<file path="src/sv/spg_pkg.sv">
// Package for the shortest path to goal search block.
// Holds sizes, item structs, opcodes and the shared arithmetic types.
// No dependencies; the ALU, the top module and the testbench import it.
package spg_pkg;

    // Graph size and edge cost width
    localparam int VERTEX_COUNT = 16;
    localparam int COST_WIDTH   = 16;

    // Derived sizes
    localparam int VW         = (VERTEX_COUNT > 1) ? $clog2(VERTEX_COUNT) : 1;
    localparam int EDGE_SLOTS = VERTEX_COUNT * VERTEX_COUNT;
    localparam int SLOT_W     = $clog2(EDGE_SLOTS);
    localparam int DIST_W     = 24;
    localparam int SUM_W      = ((DIST_W > COST_WIDTH) ? DIST_W : COST_WIDTH) + 1;

    // Opcodes
    localparam logic [1:0] OP_EDGE   = 2'd0;
    localparam logic [1:0] OP_GOAL   = 2'd1;
    localparam logic [1:0] OP_SEARCH = 2'd2;

    typedef logic [VW-1:0]         t_vidx;
    typedef logic [SLOT_W-1:0]     t_slot;
    typedef logic [DIST_W-1:0]     t_dist;
    typedef logic [COST_WIDTH-1:0] t_cost;

    localparam t_dist DIST_MAX = {DIST_W{1'b1}};

    // Input item
    typedef struct packed {
        logic [1:0]  opcode;
        logic [3:0]  src_vertex;
        logic [3:0]  dst_vertex;
        logic [15:0] edge_cost;
        logic        mark;
    } t_in_item;

    // Result item
    typedef struct packed {
        logic        found;
        logic [3:0]  goal_vertex;
        logic [23:0] path_cost;
    } t_out_item;

    // Shared add/compare unit: sum = sat(base + addend), lt = sum < limit
    typedef struct packed {
        t_dist base;
        t_cost addend;
        t_dist limit;
    } t_alu_req;

    typedef struct packed {
        t_dist sum;
        logic  lt;
    } t_alu_rsp;

    // Row-major slot of edge a -> b
    function automatic t_slot slot_of(input t_vidx a, input t_vidx b);
        slot_of = SLOT_W'(SLOT_W'(a) * SLOT_W'(VERTEX_COUNT) + SLOT_W'(b));
    endfunction

endpackage

</file>
<file path="src/sv/spg_alu.sv">
// Shared saturating add and less-than compare used by the scan, relax and final search steps.
// Depends on spg_pkg.
module spg_alu (
    input  spg_pkg::t_alu_req i_req,
    output spg_pkg::t_alu_rsp o_rsp
);
    import spg_pkg::*;

    logic [SUM_W-1:0] wide_sum;

    // Add with saturation at the top of the distance range
    assign wide_sum  = SUM_W'(i_req.base) + SUM_W'(i_req.addend);
    assign o_rsp.sum = (wide_sum > SUM_W'(DIST_MAX)) ? DIST_MAX : DIST_W'(wide_sum);
    assign o_rsp.lt  = (o_rsp.sum < i_req.limit);

endmodule

</file>
<file path="config.mk">
export PLATFORM = sky130hd
export DESIGN_NAME = spg_alu
export DESIGN_NICKNAME = d
export VERILOG_FILES = /design/src/sv/spg_pkg.sv /design/src/sv/spg_alu.sv
export SDC_FILE = /design/constraint.sdc
export NUM_CORES = 1
export LEC_CHECK = 0
export ABC_AREA = 1
export BUFFER_PORTS_ARGS = -buffer_cell sky130_fd_sc_hd__buf_4
export CORE_AREA = 2 2 91 71
export DETAILED_ROUTE_END_ITERATION = 10
export DIE_AREA = 0 0 93 73
export GPL_ROUTABILITY_DRIVEN = 1
export SLEW_MARGIN = 20
export SYNTH_ARGS = -nofsm -noshare
export SYNTH_HDL_FRONTEND = slang
export SYNTH_SLANG_ARGS = --single-unit
</file>
<file path="constraint.sdc">
create_clock -name vclk -period 7.5
set_clock_uncertainty 0.1 [all_clocks]
set_input_delay 0.375 -clock vclk [all_inputs]
set_output_delay 0.375 -clock vclk [all_outputs]
set_load 0.03 [all_outputs]
</file>
==> results of run 1 <==
where the power goes:
part / total [uW] / internal (uW) / leakage [uW] / switching (uW)
sequential: 0 / 0 / 0 / 0
clock: 0 / 0 / 0 / 0
combinational: 258 / 104 / 0.00146 / 153
total: 258 / 104 / 0.00146 / 153
cells by family (layout without fill, tap and decap cells):
family,count (synthesis),after routing,synth area share (%)
AOI/OAI and AO/OA,52,52,19.52
adders and majority gates,40,40,29.36
xor gates and xnor gates,14,14,7.086
and+or+nand+nor,121,121,31.24
buffers and inverters,57,145,12.80
worst min-delay path: stages:
cell     delay (ns)
buf_4          0.09
xor2_1         0.06
nand2_1        0.09
buf_4          0.17
worst max path at each step:
| stage | end | slack (ns) |
|---|---|---|
| 2_1_floorplan | o_rsp[0] | 3.74 |
| 3_3_place_gp | o_rsp[0] | 3.79 |
| 3_5_place_dp | o_rsp[0] | 3.82 |
| 4_1_cts | o_rsp[0] | 3.81 |
| 5_1_grt | o_rsp[0] | 3.44 |
| 6_report | o_rsp[0] | 3.84 |
routing by layer:
| metal | wire length (um) | track usage [%] | vias to the layer above |
|---|---|---|---|
| met3 | 224 | 0.7231 | 0 |
| li1 | - | - | 1101 |
| met5 | 0 | 0 | - |
| met2 | 2219 | 23.83 | 44 |
| met1 | 2441 | 20.52 | 864 |
| met4 | 0 | 0 | 0 |
per-stage QoR:
step / total power, uW / std cells
finish: 257.6 / 453
global route: 284.1 / 453
floorplan: 165.7 / 284
CTS: 259.4 / 453
global placement: 256.2 / 453
detailed placement: 258.4 / 453
synth_stat cells:
library cell	instances	area share [%]
nand4_1	4	1.4
nor4_1	1	0.36
a21boi_2	1	0.65
buf_6	1	0.65
nor2_1	14	3.0
inv_1	52	11
xnor2_1	4	2.0
o21ai_1	1	0.29
o21bai_4	1	1.1
a31oi_1	4	1.4
a21oi_1	22	6.4
ha_1	39	28
o2111ai_1	1	0.51
a211oi_1	1	0.43
nor2_2	3	1.1
nor3_1	2	0.58
nand3_1	7	2.0
a21oi_4	1	0.94
nor2_4	1	0.65
o21bai_1	2	0.87
nand2_1	73	16
o21ai_0	10	2.9
nand2_2	13	4.7
xor2_1	10	5.1
inv_2	4	0.87
nand3_2	2	1.2
fa_1	1	1.2
and2_1	1	0.36
o21ai_2	2	1.0
a21oi_2	6	3.0
placed cells by master, fill, tap and decap left out, drive strengths merged, types with 2 or more instances in the layout:
| cell | instances |
|---|---|
| nor3 | 2 |
| inv | 56 |
| nand3 | 9 |
| nand2 | 86 |
| xor2 | 10 |
| o21ai | 13 |
| nand4 | 4 |
| nor2 | 18 |
| buf | 89 |
| a21oi | 29 |
| ha | 39 |
| a31oi | 4 |
| o21bai | 3 |
| xnor2 | 4 |
final cells by class:
type                       instances  area share, %
tap                               81          4.072
inverter                          56          8.446
timing repair buffer              89          26.85
multi-input combinational        227          60.63
==> metrics.txt, run 1 <==
first-pass GRT wire length=8024 um; Setup WS post-layout=3.842 ns; Hold-fix buffers, CTS=0; Sequential Area=0 sq um; core area=6006 sq um; drt via density=4.435; Placer Congestion=0.8634; maximum VDD drop=0.03058 mV; Ant. Diodes=0; Worst path depth=21; design area=2489 sq um; die area=6789 sq um; crit share post-route=48.77%; fillers=692; CP most frequent cell=nand2_1; initial antenna violation count=0; pre-CTS setup slack=3.821 ns; router iterations before antenna repair=4; largest net degree at the start of global routing=20; FFs & Latches=0; worst hold path depth=4; crit-path max cell delay=0.35 ns; Netlist cell types=30; Syn Inst Count=284; syn avg cell area=6.093 sq um; Final Hold Vio Count=0; # port buffers=89; Final nets=478; end of the worst hold path=o_rsp[21]; Critical-path top delay cell=fa_1; Hold Path Class=in -> out; CP Cell Sequence=buf_4 -> ha_1 -> inv_1 -> fa_1 -> inv_1 -> nand2_1 -> nand2_1 -> nand3_2 -> a21oi_2 -> o21ai_2 -> nor2_4 -> nand2_1 -> xor2_1 -> nand2_1 -> ha_1 -> nand2_1 -> nor2_1 -> nand4_1 -> nor4_1 -> a21oi_2 -> buf_4; post-cts sizing count=0; num ports=89; row cnt=25; Post-CTS Setup Inserts=0; final core occ=41.44%; clkbuf count=0; crit path kind=in -> out; fin crit period=3.658 ns; CP top delay family=simple AND/OR/NAND/NOR gates; Crit Path Max Fanout=4; Critical Path Start=i_req[24]; Routed wire per std cell=10.78 um; Netlist Area Pre-Place=1730 sq um; Hold Crit Start=i_req[60]; Max Slew Vio Count=0; CP Buf/Inv Count=4; Hold WS=1.058 ns; Worst setup SP type=input port; Max Fclk=0.2734 GHz; Max Cap Viol=0; power density over the cells=103.5 nW/um^2; placed cell area=2489 sq um; status=finished, final reports clean; max_slew headroom=71.69%; height of the die=73 um; kind of end point of the critical path=output port; DRT iter0 DRCs=49; GRT overflow=0; Detail Route Antenna Nets=0; share of layout cells above drive strength 1=33.06%; vias in the first global route=1,826; syn nets=388; dpl hpwl=4596 um; area of the multi-input gates=1509 sq um; Vias=2,009; final wirelength=4885 um; Synth Warn #=0; LEAKAGE=0.001455 uW; DRC Markers=0; CP Data Required Time=7.03 ns; crit path DAT=3.18 ns; area grow syn2layout=43.82%; setup TNS=0 ns; register area share after synthesis=0%; worst-margin pin slew=0.4202 ns; Die X=93 um; RSZ-0062 raised after global routing=false; Starting Density=28.81%; all-layer global routing usage=13.89%; # setup viols final=0
No activity file was read; power rests on OpenSTA's default activity.
==> run 2, diff against run 1 <==
--- a/config.mk
+++ b/config.mk
@@ -5,11 +5,11 @@
 export SDC_FILE = /design/constraint.sdc
 export NUM_CORES = 1
 export LEC_CHECK = 0
-export ABC_AREA = 1
+export ABC_AREA = 0
 export BUFFER_PORTS_ARGS = -buffer_cell sky130_fd_sc_hd__buf_4
-export CORE_AREA = 2 2 91 71
+export CORE_AREA = 2 2 95 74
 export DETAILED_ROUTE_END_ITERATION = 10
-export DIE_AREA = 0 0 93 73
+export DIE_AREA = 0 0 97 76
 export GPL_ROUTABILITY_DRIVEN = 1
 export SLEW_MARGIN = 20
 export SYNTH_ARGS = -nofsm -noshare
==> constraint.sdc (replaced) <==
create_clock -name vclk -period 3
set_clock_uncertainty 0.1 [all_clocks]
set_input_delay 0.15 -clock vclk [all_inputs]
set_output_delay 0.15 -clock vclk [all_outputs]
set_load 0.03 [all_outputs]
==> metrics.txt, run 2 <==
syn nets=380; row cnt=26; Final Hold Vio Count=0; Placed Cells incl. Taps=524; Max Cap Viol=0; failing checks=negative setup slack; pre-CTS setup slack=-0.6210 ns; Starting Density=28.99%; GRT overflow=0; CP top delay family=compound AO/OA/AOI/OAI gates; CP Cell Sequence=buf_6 -> ha_4 -> buf_6 -> a21o_1 -> and4_4 -> o31a_2 -> o311a_1 -> o21ai_1 -> mux2_4 -> ha_1 -> nand3_1 -> nor2_2 -> o211ai_1 -> a31oi_1 -> nor3_1 -> o31a_1 -> buf_6; DRT iter0 DRCs=91; LEAKAGE=0.001817 uW; router iterations before antenna repair=4; area grow syn2layout=85.02%; Setup WS post-layout=-0.4497 ns; CP most frequent cell=buf_6; maximum VDD drop=0.1014 mV; all-layer global routing usage=17.13%; status=finished with violations; crit share post-route=115.0%; final core occ=53.64%; Netlist Area Pre-Place=1896 sq um; initial antenna violation count=0; final wirelength=6516 um; share of layout cells above drive strength 1=51.12%; first-pass GRT wire length=11,140 um; syn avg cell area=6.868 sq um; largest net degree at the start of global routing=10; Die X=97 um; Synth top area share=25.74%; crit-path max cell delay=0.38 ns; crit path DAT=3.20 ns; crit path kind=in -> out; commonest non-fill, non-tap cell in the layout=buf_4; Max Fclk=0.2899 GHz; vias in the first global route=2,457; drt via density=4.811; synth top area cells=ha_1 26%, a21oi_1 6.3%, inv_1 6.3%, nand2_1 6.3%, o21ai_0 5.0%; Syn Inst Count=276; FFs & Latches=0; Total Power=922.2 uW; # port buffers=89; clkbuf count=0; Ant. Diodes=0; Crit Path Max Fanout=3; Hold Path Class=in -> out; height of the die=76 um; Netlist cell types=54; fin crit period=3.450 ns; synth cell count leaders=39 x ha_1, 32 x inv_1, 32 x nand2_1, 24 x a21oi_1, 20 x nor2_1; RSZ-0062 raised after global routing=true; num ports=89; register area share after synthesis=0%; Hold-fix buffers, CTS=0; Layout Cells excl Fill=530; Hold WS=0.6525 ns; max_slew headroom=77.98%; area leader, netlist=ha_1; fillers=639; Critical-path top delay cell=o311a_1; Synth Warn #=0; Detail Route Antenna Nets=0; # setup viols final=1; core area=6539 sq um; Sequential Area=0 sq um; Vias=2,550; dpl hpwl=5767 um; kind of end point of the critical path=output port; die area=7372 sq um; Placer Congestion=0.9461; Final nets=552; DRC Markers=0; CP Data Required Time=2.75 ns; worst-margin pin slew=0.3269 ns; power density over the cells=263.0 nW/um^2; Routed wire per std cell=12.29 um; Worst setup SP type=input port; CP Buf/Inv Count=3; commonest non-fill, non-tap cells in the layout=168 x buf_4, 32 x inv_1, 32 x ha_1, 25 x nand2_1, 20 x a21oi_1; Max Slew Vio Count=0; most numerous cell in the Yosys netlist=ha_1
-- run 2: changes by cell type in the layout (fill, tap and decap cells not counted), moves of 6 or more --
| cell | change |
|---|---|
| ha_1 | -7 |
| nand4_1 | +6 |
| inv_1 | -20 |
| o21ai_1 | +7 |
| ha_4 | +6 |
| buf_6 | +8 |
| buf_4 | +79 |
| nand2_1 | -48 |
-- run 2: what timing repair did --
item | 4_1_cts | 5_1_grt
setup buffers | 3 | 3
setup endpoints to repair | 1 | 1
gates resized for setup | 13 | 22
gates cloned | 0 | 0
hold endpoints to repair | 0 | 0
pin swaps | 15 | 20
-- run 2: layer usage --
metal,up-vias,GRT usage [%],part of all wire [%]
met5,-,0,0
met2,76,27.57,44
li1,1342,-,-
met4,0,1.549,1.0
met3,8,1.193,5.0
met1,1124,25.91,50
-- run 2: through the flow --
step                      area [sq um]  setup TNS, ns
after floorplan                   1981        -0.3168
after global placement            3312        -0.5627
after detailed placement          3312        -0.6210
after CTS                         3393        -0.5435
after global routing              3507        -0.5809
final                             3507        -0.4497
-- run 2: power by group --
part | leakage, uW | total, uW | switching (uW) | internal [uW]
registers | 0 | 0 | 0 | 0
logic | 0.00182 | 922 | 460 | 462
clock network | 0 | 0 | 0 | 0
-- run 2: path summary, 6_finish.rpt --
check,to,depth (start not counted),from,slack (ns)
max,o_rsp[0],17,i_req[40],-0.45
min,o_rsp[1],4,i_req[24],0.65
-- run 2: logic make-up (layout without fill, tap and decap cells) --
group / Yosys count / in the layout / share of synthesized area, %
AND/OR/NAND/NOR: 99 / 99 / 25.54
AO/OA/AOI/OAI: 82 / 82 / 29.44
adder cells (fa/ha/maj): 40 / 40 / 26.80
buffers and inverters: 39 / 209 / 9.900
XOR/XNOR: 12 / 12 / 5.545
multiplexers: 4 / 4 / 2.772
-- run 2: layout make-up --
type	count	area, sq um	area share [%]
multi-input cells	237	1911	54.48
inverters	32	120.1	3.425
well taps	84	105.1	2.997
repair buffers	177	1371	39.10
==> run 3, diff against run 2 <==
--- a/config.mk
+++ b/config.mk
@@ -6,10 +6,10 @@
 export NUM_CORES = 1
 export LEC_CHECK = 0
 export ABC_AREA = 0
-export BUFFER_PORTS_ARGS = -buffer_cell sky130_fd_sc_hd__buf_4
 export CORE_AREA = 2 2 95 74
 export DETAILED_ROUTE_END_ITERATION = 10
 export DIE_AREA = 0 0 97 76
+export DONT_BUFFER_PORTS = 1
 export GPL_ROUTABILITY_DRIVEN = 1
 export SLEW_MARGIN = 20
 export SYNTH_ARGS = -nofsm -noshare
==> metrics.txt, run 3 (same netlist as run 2, synthesis figures left out) <==
CP Cell Sequence=ha_4 -> buf_6 -> a21o_1 -> and4_4 -> or4_4 -> a21boi_4 -> o21bai_2 -> mux2_4 -> ha_4 -> a211oi_2 -> nand3_1 -> o211ai_1 -> a31oi_1 -> nor3_1 -> o31a_1 -> buf_6; Crit Path Max Fanout=3; core area=6539 sq um; initial antenna violation count=0; die area=7372 sq um; CP Data Required Time=2.75 ns; worst-margin pin slew=0.4178 ns; Starting Density=28.99%; Sequential Area=0 sq um; Layout Cells excl Fill=456; placed cell area=2759 sq um; Die X=97 um; num ports=89; Vias=2,321; crit path DAT=3.12 ns; commonest non-fill, non-tap cells in the layout=100 x buf_4, 33 x ha_1, 32 x inv_1, 25 x nand2_1, 24 x a21oi_1; DRT iter0 DRCs=143; clkbuf count=0; FFs & Latches=0; Critical-path top delay cell=or4_4; # port buffers=0; GRT overflow=0; Max Cap Viol=0; Max Fclk=0.2966 GHz; Detail Route Antenna Nets=0; first-pass GRT wire length=10,490 um; failing checks=negative setup slack; kind of end point of the critical path=output port; fin crit period=3.371 ns; crit share post-route=112.4%; commonest non-fill, non-tap cell in the layout=buf_4; Final Hold Vio Count=0; # setup viols final=1; vias in the first global route=2,301; Final nets=478; Hold-fix buffers, CTS=0; Placer Congestion=0.8881; DRC Markers=0; maximum VDD drop=0.09786 mV; dpl hpwl=5765 um; final wirelength=6509 um; row cnt=26; Setup WS post-layout=-0.3712 ns; status=finished with violations; height of the die=76 um; Routed wire per std cell=14.27 um; Placed Cells incl. Taps=452; max_slew headroom=71.85%; power density over the cells=287.0 nW/um^2; pre-CTS setup slack=-0.4535 ns; drt via density=5.090; crit path kind=in -> out; share of layout cells above drive strength 1=39.52%; crit-path max cell delay=0.50 ns; router iterations before antenna repair=4; largest net degree at the start of global routing=14; area grow syn2layout=52.21%; LEAKAGE=0.001450 uW; Ant. Diodes=0; setup TNS=-0.3712 ns; Worst setup SP type=input port; all-layer global routing usage=16.61%; design area=2885 sq um; RSZ-0062 raised after global routing=true; Max Slew Vio Count=0; Hold Path Class=in -> out
[run 3: metrics by stage]
step	hold slack (ns)	total power (uW)	utilization, %
CTS	0.4912	814.9	43.34
floorplan	0.3874	477.3	-
global placement	0.4922	783.2	42.19
detailed placement	0.4912	794.3	42.19
global route	0.5003	904.9	44.13
finish	0.4855	828.1	44.13
[run 3: repair_timing]
action	4_1_cts	5_1_grt
pin swaps	15	8
buffers inserted	4	0
setup endpoints to repair	1	1
gates resized for setup	9	10
[run 3: report_power, final]
group / internal [uW] / total [uW] / switching (uW) / leakage (uW)
clock: 0 / 0 / 0 / 0
combinational: 394 / 828 / 434 / 0.00145
sequential: 0 / 0 / 0 / 0
total: 394 / 828 / 434 / 0.00145
[run 3: worst max-delay path: cells and delay by family]
family | cells | cell delay [ns]
AOI/OAI and AO/OA | 7 | 1.07
adders and majority gates | 2 | 0.39
buffers and inverters | 2 | 0.23
muxes | 1 | 0.34
and+or+nand+nor | 4 | 0.94
[run 3: metal layers]
layer | up-vias | GRT usage [%] | share of wire, %
met2 | 74 | 27.22 | 43
met4 | 0 | 1.972 | 1.1
li1 | 1195 | - | -
met5 | - | 0 | 0
met3 | 7 | 3.028 | 6.4
met1 | 1045 | 23.42 | 49
[run 3: layout make-up]
cell class                      instances  area, sq um
Fill cell                             679         3654
Inverter                               32        120.1
Multi-Input combinational cell        237         1876
Tap cell                               84        105.1
Timing Repair Buffer                  103        784.5
[run 3: worst paths after layout]
check	start	end	cells past startpoint
worst max-delay path	i_req[24]	o_rsp[0]	16
worst min-delay path	i_req[63]	o_rsp[24]	2
